===== config.mk =====
export PLATFORM = sky130hd
export DESIGN_NAME = bcd_complex_accumulate_unit
export DESIGN_NICKNAME = d
export VERILOG_FILES = /design/src/hdl/bcu_pkg.sv /design/src/hdl/bcu_in_stage.sv /design/src/hdl/bcu_part_acc.sv /design/src/hdl/bcd_complex_accumulate_unit.sv
export SDC_FILE = /design/constraint.sdc
export NUM_CORES = 2
export LEC_CHECK = 0
export ABC_CLOCK_PERIOD_IN_PS = 11690
export BUFFER_PORTS_ARGS = -buffer_cell sky130_fd_sc_hd__buf_2
export CAP_MARGIN = 30
export CORE_MARGIN = 3
export CORE_UTILIZATION = 44
export DETAILED_ROUTE_END_ITERATION = 10
export PLACE_DENSITY = 0.65
export SLEW_MARGIN = 5
export SYNTH_ARGS = -nofsm -noshare
export SYNTH_HDL_FRONTEND = slang
export SYNTH_HIERARCHICAL = 1
export SYNTH_SLANG_ARGS = --single-unit

===== constraint.sdc =====
create_clock -name clk -period 11.69 [get_ports clk]
set_clock_uncertainty 0.2 [all_clocks]
set_input_delay 1.7535 -clock clk [delete_from_list [all_inputs] [get_ports clk]]
set_output_delay 1.7535 -clock clk [all_outputs]
set_load 0.02 [all_outputs]

===== src/hdl/bcu_pkg.sv =====
// Shared types, constants and BCD arithmetic functions of the complex accumulator.
package bcu_pkg;

  localparam int NumDigits  = 16;
  localparam int NormDigits = NumDigits + 1;
  localparam int NumW       = 4 * NumDigits;
  localparam int NormW      = 4 * NormDigits;
  localparam int CountW     = 5;
  localparam int CfgIdxW    = 1;
  localparam int TdataW     = 136;
  localparam int CmdW       = 2;

  localparam logic [CountW-1:0] CountReset = CountW'(NumDigits);

  // Register indexes of the configuration port
  localparam logic [CfgIdxW-1:0] REG_REAL_COUNT = 1'b0;
  localparam logic [CfgIdxW-1:0] REG_IMAG_COUNT = 1'b1;

  typedef logic [NormW-1:0] nbcd_t;

  localparam nbcd_t SixPat = {NormDigits{4'h6}};

  typedef enum logic [CmdW-1:0] {
    CMD_LOAD = 2'd0,
    CMD_ADD  = 2'd1,
    CMD_SUB  = 2'd2,
    CMD_HOLD = 2'd3
  } cmd_t;

  // One part of an operand, magnitude normalized to valid BCD
  typedef struct packed {
    logic  neg;
    nbcd_t mag;
  } part_t;

  // Operand stage status toward the accumulate stage
  typedef struct packed {
    logic valid;
    cmd_t cmd;
  } s1_ctrl_t;

  // Valid BCD add with carry in; returns {carry out, sum}
  function automatic logic [NormW:0] bcd_add(input nbcd_t x, input nbcd_t y, input logic cin);
    nbcd_t          t;
    logic [NormW:0] s;
    logic [NormW:0] cvec;
    nbcd_t          r;
    t    = x + SixPat;
    s    = {1'b0, t} + {1'b0, y} + {{NormW{1'b0}}, cin};
    cvec = {1'b0, t} ^ {1'b0, y} ^ s;
    for (int i = 0; i < NormDigits; i++) begin
      // a digit that produced no carry still holds the +6 bias
      r[4*i +: 4] = cvec[4*(i+1)] ? s[4*i +: 4] : s[4*i +: 4] - 4'd6;
    end
    return {s[NormW], r};
  endfunction

  // Nines complement, digit by digit
  function automatic nbcd_t nines(input nbcd_t y);
    nbcd_t r;
    for (int i = 0; i < NormDigits; i++) begin
      r[4*i +: 4] = 4'd9 - y[4*i +: 4];
    end
    return r;
  endfunction

  // Nibble mask of the kept digits; counts past the maximum saturate
  function automatic nbcd_t digit_mask(input logic [CountW-1:0] cnt);
    logic [CountW-1:0] eff;
    nbcd_t             m;
    eff = (cnt > CountW'(NumDigits)) ? CountW'(NumDigits) : cnt;
    for (int i = 0; i < NormDigits; i++) begin
      m[4*i +: 4] = (CountW'(i) < eff) ? 4'hF : 4'h0;
    end
    return m;
  endfunction

  // Turn nibbles of any value into valid BCD, one digit wider
  function automatic nbcd_t normalize(input logic [NumW-1:0] raw);
    nbcd_t          lo;
    nbcd_t          cv;
    logic [3:0]     d;
    logic [NormW:0] res;
    lo = '0;
    cv = '0;
    for (int i = 0; i < NumDigits; i++) begin
      d = raw[4*i +: 4];
      if (d > 4'd9) begin
        lo[4*i +: 4]     = d - 4'd10;
        cv[4*(i+1) +: 4] = 4'd1;
      end else begin
        lo[4*i +: 4] = d;
      end
    end
    res = bcd_add(lo, cv, 1'b0);
    return res[NormW-1:0];
  endfunction

endpackage


===== src/hdl/bcu_in_stage.sv =====
// Operand stage: input transfer, digit-count masking and BCD normalization.
module bcu_in_stage (
  input  logic                              clk,
  input  logic                              rst_n,
  input  logic                              in_tvalid,
  output logic                              in_tready,
  input  logic [bcu_pkg::TdataW-1:0]        in_tdata,
  input  logic [bcu_pkg::CmdW-1:0]          in_tuser,
  input  logic [bcu_pkg::CountW-1:0]        real_cnt,
  input  logic [bcu_pkg::CountW-1:0]        imag_cnt,
  input  logic                              advance,
  output bcu_pkg::s1_ctrl_t                 ctrl,
  output bcu_pkg::part_t                    real_op,
  output bcu_pkg::part_t                    imag_op
);

  logic              valid_r, valid_nxt;
  bcu_pkg::cmd_t     cmd_r;
  bcu_pkg::part_t    real_r, imag_r;
  bcu_pkg::nbcd_t    real_mask, imag_mask;
  logic              in_fire;

  assign in_tready = !valid_r || advance;
  assign in_fire   = in_tvalid && in_tready;

  assign real_mask = bcu_pkg::digit_mask(real_cnt);
  assign imag_mask = bcu_pkg::digit_mask(imag_cnt);

  // Stage occupancy
  always_comb begin
    if (in_fire) begin
      valid_nxt = 1'b1;
    end else if (advance) begin
      valid_nxt = 1'b0;
    end else begin
      valid_nxt = valid_r;
    end
  end

  always_ff @(posedge clk) begin
    if (!rst_n) begin
      valid_r <= 1'b0;
    end else begin
      valid_r <= valid_nxt;
    end
  end

  // Operand capture; digits above the count are dropped before normalizing
  always_ff @(posedge clk) begin
    if (in_fire) begin
      cmd_r        <= bcu_pkg::cmd_t'(in_tuser);
      real_r.neg   <= in_tdata[0];
      real_r.mag   <= bcu_pkg::normalize(in_tdata[64:1] & real_mask[bcu_pkg::NumW-1:0]);
      imag_r.neg   <= in_tdata[65];
      imag_r.mag   <= bcu_pkg::normalize(in_tdata[129:66] & imag_mask[bcu_pkg::NumW-1:0]);
    end
  end

  assign ctrl.valid = valid_r;
  assign ctrl.cmd   = cmd_r;
  assign real_op    = real_r;
  assign imag_op    = imag_r;

endmodule


===== src/hdl/bcu_part_acc.sv =====
// Accumulate stage for one part: sign-magnitude BCD add or subtract into the accumulator.
module bcu_part_acc (
  input  logic                          clk,
  input  logic                          rst_n,
  input  logic                          en,
  input  bcu_pkg::cmd_t                 cmd,
  input  bcu_pkg::part_t                op,
  input  logic [bcu_pkg::CountW-1:0]    cnt,
  output logic                          acc_neg,
  output logic [bcu_pkg::NumW-1:0]      acc_mag
);

  logic                          neg_r, neg_nxt;
  logic [bcu_pkg::NumW-1:0]      mag_r, mag_nxt;
  bcu_pkg::nbcd_t                mask, ma, mb, mr;
  logic                          sb, sr;
  logic [bcu_pkg::NormW:0]       sum_ab, dif_ab, dif_ba;

  assign mask = bcu_pkg::digit_mask(cnt);
  assign ma   = {4'h0, mag_r} & mask;
  assign mb   = op.mag;
  assign sb   = op.neg ^ (cmd == bcu_pkg::CMD_SUB);

  // All three magnitudes in parallel; carry out of a - b says a >= b
  assign sum_ab = bcu_pkg::bcd_add(ma, mb, 1'b0);
  assign dif_ab = bcu_pkg::bcd_add(ma, bcu_pkg::nines(mb), 1'b1);
  assign dif_ba = bcu_pkg::bcd_add(mb, bcu_pkg::nines(ma), 1'b1);

  always_comb begin
    unique case (cmd) inside
      bcu_pkg::CMD_LOAD: begin
        mr = mb;
        sr = op.neg;
      end
      bcu_pkg::CMD_ADD, bcu_pkg::CMD_SUB: begin
        if (neg_r == sb) begin
          mr = sum_ab[bcu_pkg::NormW-1:0];
          sr = neg_r;
        end else if (dif_ab[bcu_pkg::NormW]) begin
          mr = dif_ab[bcu_pkg::NormW-1:0];
          sr = neg_r;
        end else begin
          mr = dif_ba[bcu_pkg::NormW-1:0];
          sr = sb;
        end
      end
      default: begin
        mr = ma;
        sr = neg_r;
      end
    endcase
  end

  // Wrap to the kept digits; zero is always positive
  always_comb begin
    mag_nxt = mr[bcu_pkg::NumW-1:0] & mask[bcu_pkg::NumW-1:0];
    neg_nxt = sr && (mag_nxt != '0);
  end

  always_ff @(posedge clk) begin
    if (!rst_n) begin
      neg_r <= 1'b0;
      mag_r <= '0;
    end else if (en) begin
      neg_r <= neg_nxt;
      mag_r <= mag_nxt;
    end
  end

  assign acc_neg = neg_r;
  assign acc_mag = mag_r;

endmodule


===== src/hdl/bcd_complex_accumulate_unit.sv =====
// Top level of the complex sign-magnitude BCD accumulator.
//
//  port group  dir  tdata / tuser contents (lowest bit first)
//  in_*        in   tdata: real_negative, real_digits, imag_negative, imag_digits
//                   tuser: command
//  out_*       out  tdata: sum_real_negative, sum_real_digits,
//                          sum_imag_negative, sum_imag_digits
//  cfg_*       in   index 0 real_digit_count, index 1 imag_digit_count
//
// Two register stages: the operand stage masks and normalizes the operand,
// the accumulate stage does a 17-digit BCD add/subtract and its register is
// both the accumulator and the output register. One item per cycle unless stalled.
// An item may enter while a result waits as long as the operand stage is free.
// Synchronous active-low reset clears the accumulator, counts go to 16.
module bcd_complex_accumulate_unit (
  input  logic                              clk,
  input  logic                              rst_n,
  input  logic                              in_tvalid,
  output logic                              in_tready,
  input  logic [bcu_pkg::TdataW-1:0]        in_tdata,   // real_negative, real_digits,
                                                        // imag_negative, imag_digits
  input  logic [bcu_pkg::CmdW-1:0]          in_tuser,   // command
  output logic                              out_tvalid,
  input  logic                              out_tready,
  output logic [bcu_pkg::TdataW-1:0]        out_tdata,  // sum_real_negative, sum_real_digits,
                                                        // sum_imag_negative, sum_imag_digits
  input  logic                              cfg_we,
  input  logic [bcu_pkg::CfgIdxW-1:0]       cfg_index,
  input  logic [bcu_pkg::CountW-1:0]        cfg_wdata
);

  logic [bcu_pkg::CountW-1:0]  real_cnt_r, imag_cnt_r;
  logic                        out_valid_r, out_valid_nxt;
  logic                        advance;
  logic                        acc_en;
  bcu_pkg::s1_ctrl_t           s1_ctrl;
  bcu_pkg::part_t              real_op, imag_op;
  logic                        real_neg, imag_neg;
  logic [bcu_pkg::NumW-1:0]    real_mag, imag_mag;

  // Configuration registers
  always_ff @(posedge clk) begin
    if (!rst_n) begin
      real_cnt_r <= bcu_pkg::CountReset;
      imag_cnt_r <= bcu_pkg::CountReset;
    end else if (cfg_we) begin
      unique case (cfg_index)
        bcu_pkg::REG_REAL_COUNT: real_cnt_r <= cfg_wdata;
        bcu_pkg::REG_IMAG_COUNT: imag_cnt_r <= cfg_wdata;
        default: ;
      endcase
    end
  end

  // Output register is free or being emptied
  assign advance = !out_valid_r || out_tready;
  assign acc_en  = advance && s1_ctrl.valid;

  always_comb begin
    out_valid_nxt = advance ? s1_ctrl.valid : out_valid_r;
  end

  always_ff @(posedge clk) begin
    if (!rst_n) begin
      out_valid_r <= 1'b0;
    end else begin
      out_valid_r <= out_valid_nxt;
    end
  end

  bcu_in_stage u_in_stage (
    .clk       (clk),
    .rst_n     (rst_n),
    .in_tvalid (in_tvalid),
    .in_tready (in_tready),
    .in_tdata  (in_tdata),
    .in_tuser  (in_tuser),
    .real_cnt  (real_cnt_r),
    .imag_cnt  (imag_cnt_r),
    .advance   (advance),
    .ctrl      (s1_ctrl),
    .real_op   (real_op),
    .imag_op   (imag_op)
  );

  bcu_part_acc u_real_acc (
    .clk     (clk),
    .rst_n   (rst_n),
    .en      (acc_en),
    .cmd     (s1_ctrl.cmd),
    .op      (real_op),
    .cnt     (real_cnt_r),
    .acc_neg (real_neg),
    .acc_mag (real_mag)
  );

  bcu_part_acc u_imag_acc (
    .clk     (clk),
    .rst_n   (rst_n),
    .en      (acc_en),
    .cmd     (s1_ctrl.cmd),
    .op      (imag_op),
    .cnt     (imag_cnt_r),
    .acc_neg (imag_neg),
    .acc_mag (imag_mag)
  );

  assign out_tvalid = out_valid_r;
  assign out_tdata  = {6'b0, imag_mag, imag_neg, real_mag, real_neg};

endmodule


==> results_dict.tcl <==
set metrics [dict create \
    crit_path_top_delay_cell "a31oi_1" \
    synthXorXnorAreaFrac_pct 12.9 \
    holdBufCountCts 0 \
    gp_congestion 1.02 \
    setup_viol 0 \
    routed_via_density 6.47 \
    drive_gt1_share_pct 7.85 \
    ir_drop_uv 132 \
    synth_top_family_by_area "compound AO/OA/AOI/OAI gates" \
    crit_path_frequent_cell "nand2_1" \
    crit_required_ps 11950 \
    stdcell_area_um2 70800 \
    die-height_um 393 \
    synth_top_area_share_pct 12.1 \
    cts_resized 0 \
    maxCapViolations 0 \
    slew_viol_final 0 \
    cpPeakStageDelay_ps 600 \
    status "completed" \
    clkTransAtPathRegs_ps 60 \
    cellPowerDensity_nw_per_um2 272 \
    vias 74400 \
    clockBufferDepth 3 \
    synth_cell_types 130 \
    synth.area.mux_share_pct 3.32 \
    core_um2 148000 \
    area_delta_synth_final_pct 7.35 \
    syn_avg_cell_area_um2 7.00 \
    first_global_vias 69500 \
    drc 0 \
    initial_core_util_pct 44.4 \
    yosys_warnings 6 \
    synthSimpleGateAreaFrac_pct 25.3 \
    yosys.area_share.adder_pct 12.3 \
    hold_violations 0 \
    dieArea_um2 155000 \
    nets 10300 \
    portBuffers 274 \
    cp_max_fo 21 \
    synth_largest_area_cell "ha_1" \
    antenna_found_initial 19 \
    syn-cell-area_um2 65900 \
    fin_crit_ps 10900 \
    grt_max_degree 68 \
    drt_pre_antenna_iters 7 \
    arrival_ps 11160 \
    htree_levels 2 \
    p_leak_nw 29.4 \
    final_cell_mix "nand2_1 (1206), nor2_1 (843), a21oi_1 (786)" \
    root_buffer "clkbuf_16" \
    fmax_mhz 91.8 \
    min_period_over_period_pct 93.2 \
    whs_ps 261 \
    num_rows 141 \
    hp-class "flip-flop to flip-flop" \
    cts_tree "done" \
    yosysSeqAreaShare_pct 10.7 \
    antenna_left 0 \
    die_w_um 393 \
    worstMarginPinSlew_ps 1050 \
    drtIter0Drc 7403 \
    tns_ps 0 \
    place_hpwl_mm 249 \
    routed_wl_mm 303 \
    rsz0062_at_grt "false" \
    avgRoutedWirePerCell_um 26.3 \
    ys_async_sr_fraction_pct 0 \
    grt_pass1_wl_mm 438 \
    clk_latency_ps 640 \
    end_kind "flip-flop" \
    ioPinCount 287 \
    post_dp_cell_area_um2 69300 \
    cts.sinks 282 \
    layout_commonest_cell "nand2_1" \
    slew_headroom_pct 29.7 \
    cp-start-kind "flip-flop" \
    synth_compound_area_share_pct 30.8 \
    synth-seq-cells 282 \
    cts-buffers-inserted 42 \
    ys.flop_type "dfxtp_1" \
    grt.total_usage_pct 37.2 \
    gr-total-overflow 0 \
    crit_type "flip-flop to flip-flop" \
    syn_inst 9418 \
    synthTopCellsByArea "ha_1 (12%), xnor2_1 (8.4%), nand2_1 (6.9%)" \
    synth_edf_count 140 \
    post_cts_buffers 0 \
]
final cells by class:
class / instances / area, µm²
fillers: 15400 / 77600
well taps: 2002 / 2500
diodes: 11 / 27.5
clock inverters: 29 / 337
clock buffers: 46 / 1090
flip-flops and latches: 282 / 7060
multi-input cells: 8340 / 55900
inverters: 381 / 1430
repair buffers: 417 / 2470
flip-flops by register name, summed over array words and instances, names as in the netlist:
name / cells
u_in_stage/imag_op: 69
u_in_stage/real_op: 69
u_imag_acc/acc_mag: 64
u_real_acc/acc_mag: 64
imag_cnt_r: 5
real_cnt_r: 5
u_in_stage/cmd_r: 2
out_tvalid: 1
u_imag_acc/acc_neg: 1
u_in_stage/valid_r: 1
u_real_acc/acc_neg: 1
cells in the mapped netlist (all sizes together), types with 152 or more instances:
library cell  number
a21o             226
a21oi            791
a31oi            157
clkbuf           336
ha               636
inv              376
mux2i            180
nand2           1207
nand3            267
nand4            152
nor2             846
nor3             177
o21ai            582
xnor2            635
xor2             301
path summary, 6_finish.rpt:
path                            from            endpoint  slack [ps]  cells after the start
setup / recovery       real_cnt_r[2]  u_real_acc/acc_neg         790                     34
hold / removal    u_in_stage/valid_r          out_tvalid         260                      2
setup reg to reg       real_cnt_r[2]  u_real_acc/acc_neg         790                     34
hold reg to reg   u_in_stage/valid_r          out_tvalid         260                      2
power by group:
| part | internal (W) | switching (W) |
|---|---|---|
| logic | 0.00594 | 0.0103 |
| clock network | 0.000825 | 0.000582 |
| registers | 0.00125 | 0.000380 |
per-stage QoR:
step	setup WS [ps]	util (%)	cells	power, W
floorplan	2770	-	9423	0.0125
global route	343	47.7	11500	0.0205
global placement	953	46.7	11400	0.0172
CTS	882	47.7	11500	0.0188
finish	794	47.7	11500	0.0193
detailed placement	951	46.7	11400	0.0172
worst max-delay path, delay by kind of cell (launching register included):
family / cells / cell delay [ps]
compound gates: 18 / 5530
simple gates: 12 / 3310
fa+ha+maj: 2 / 740
xor+xnor: 1 / 330
flops: 1 / 320
buf+inv: 1 / 280
cells by family (layout without fill, tap and decap cells):
| logic type | Yosys count | after routing |
|---|---|---|
| simple gates | 3509 | 3509 |
| xor+xnor | 950 | 950 |
| buf+inv | 801 | 873 |
| fa+ha+maj | 642 | 642 |
| mux | 214 | 214 |
| other cells | 1 | 17 |
| flops | 282 | 282 |
| compound gates | 3019 | 3019 |
routing by layer:
metal	track usage, %	vias to the layer above	share of wire (%)
li1	-	34900	-
met1	46.5	35500	41
met2	60.8	3350	45
met3	5.95	663	7.9
met4	20.6	2	6.4
met5	0	-	0.0046
No activity file was read; power rests on OpenSTA's default activity.
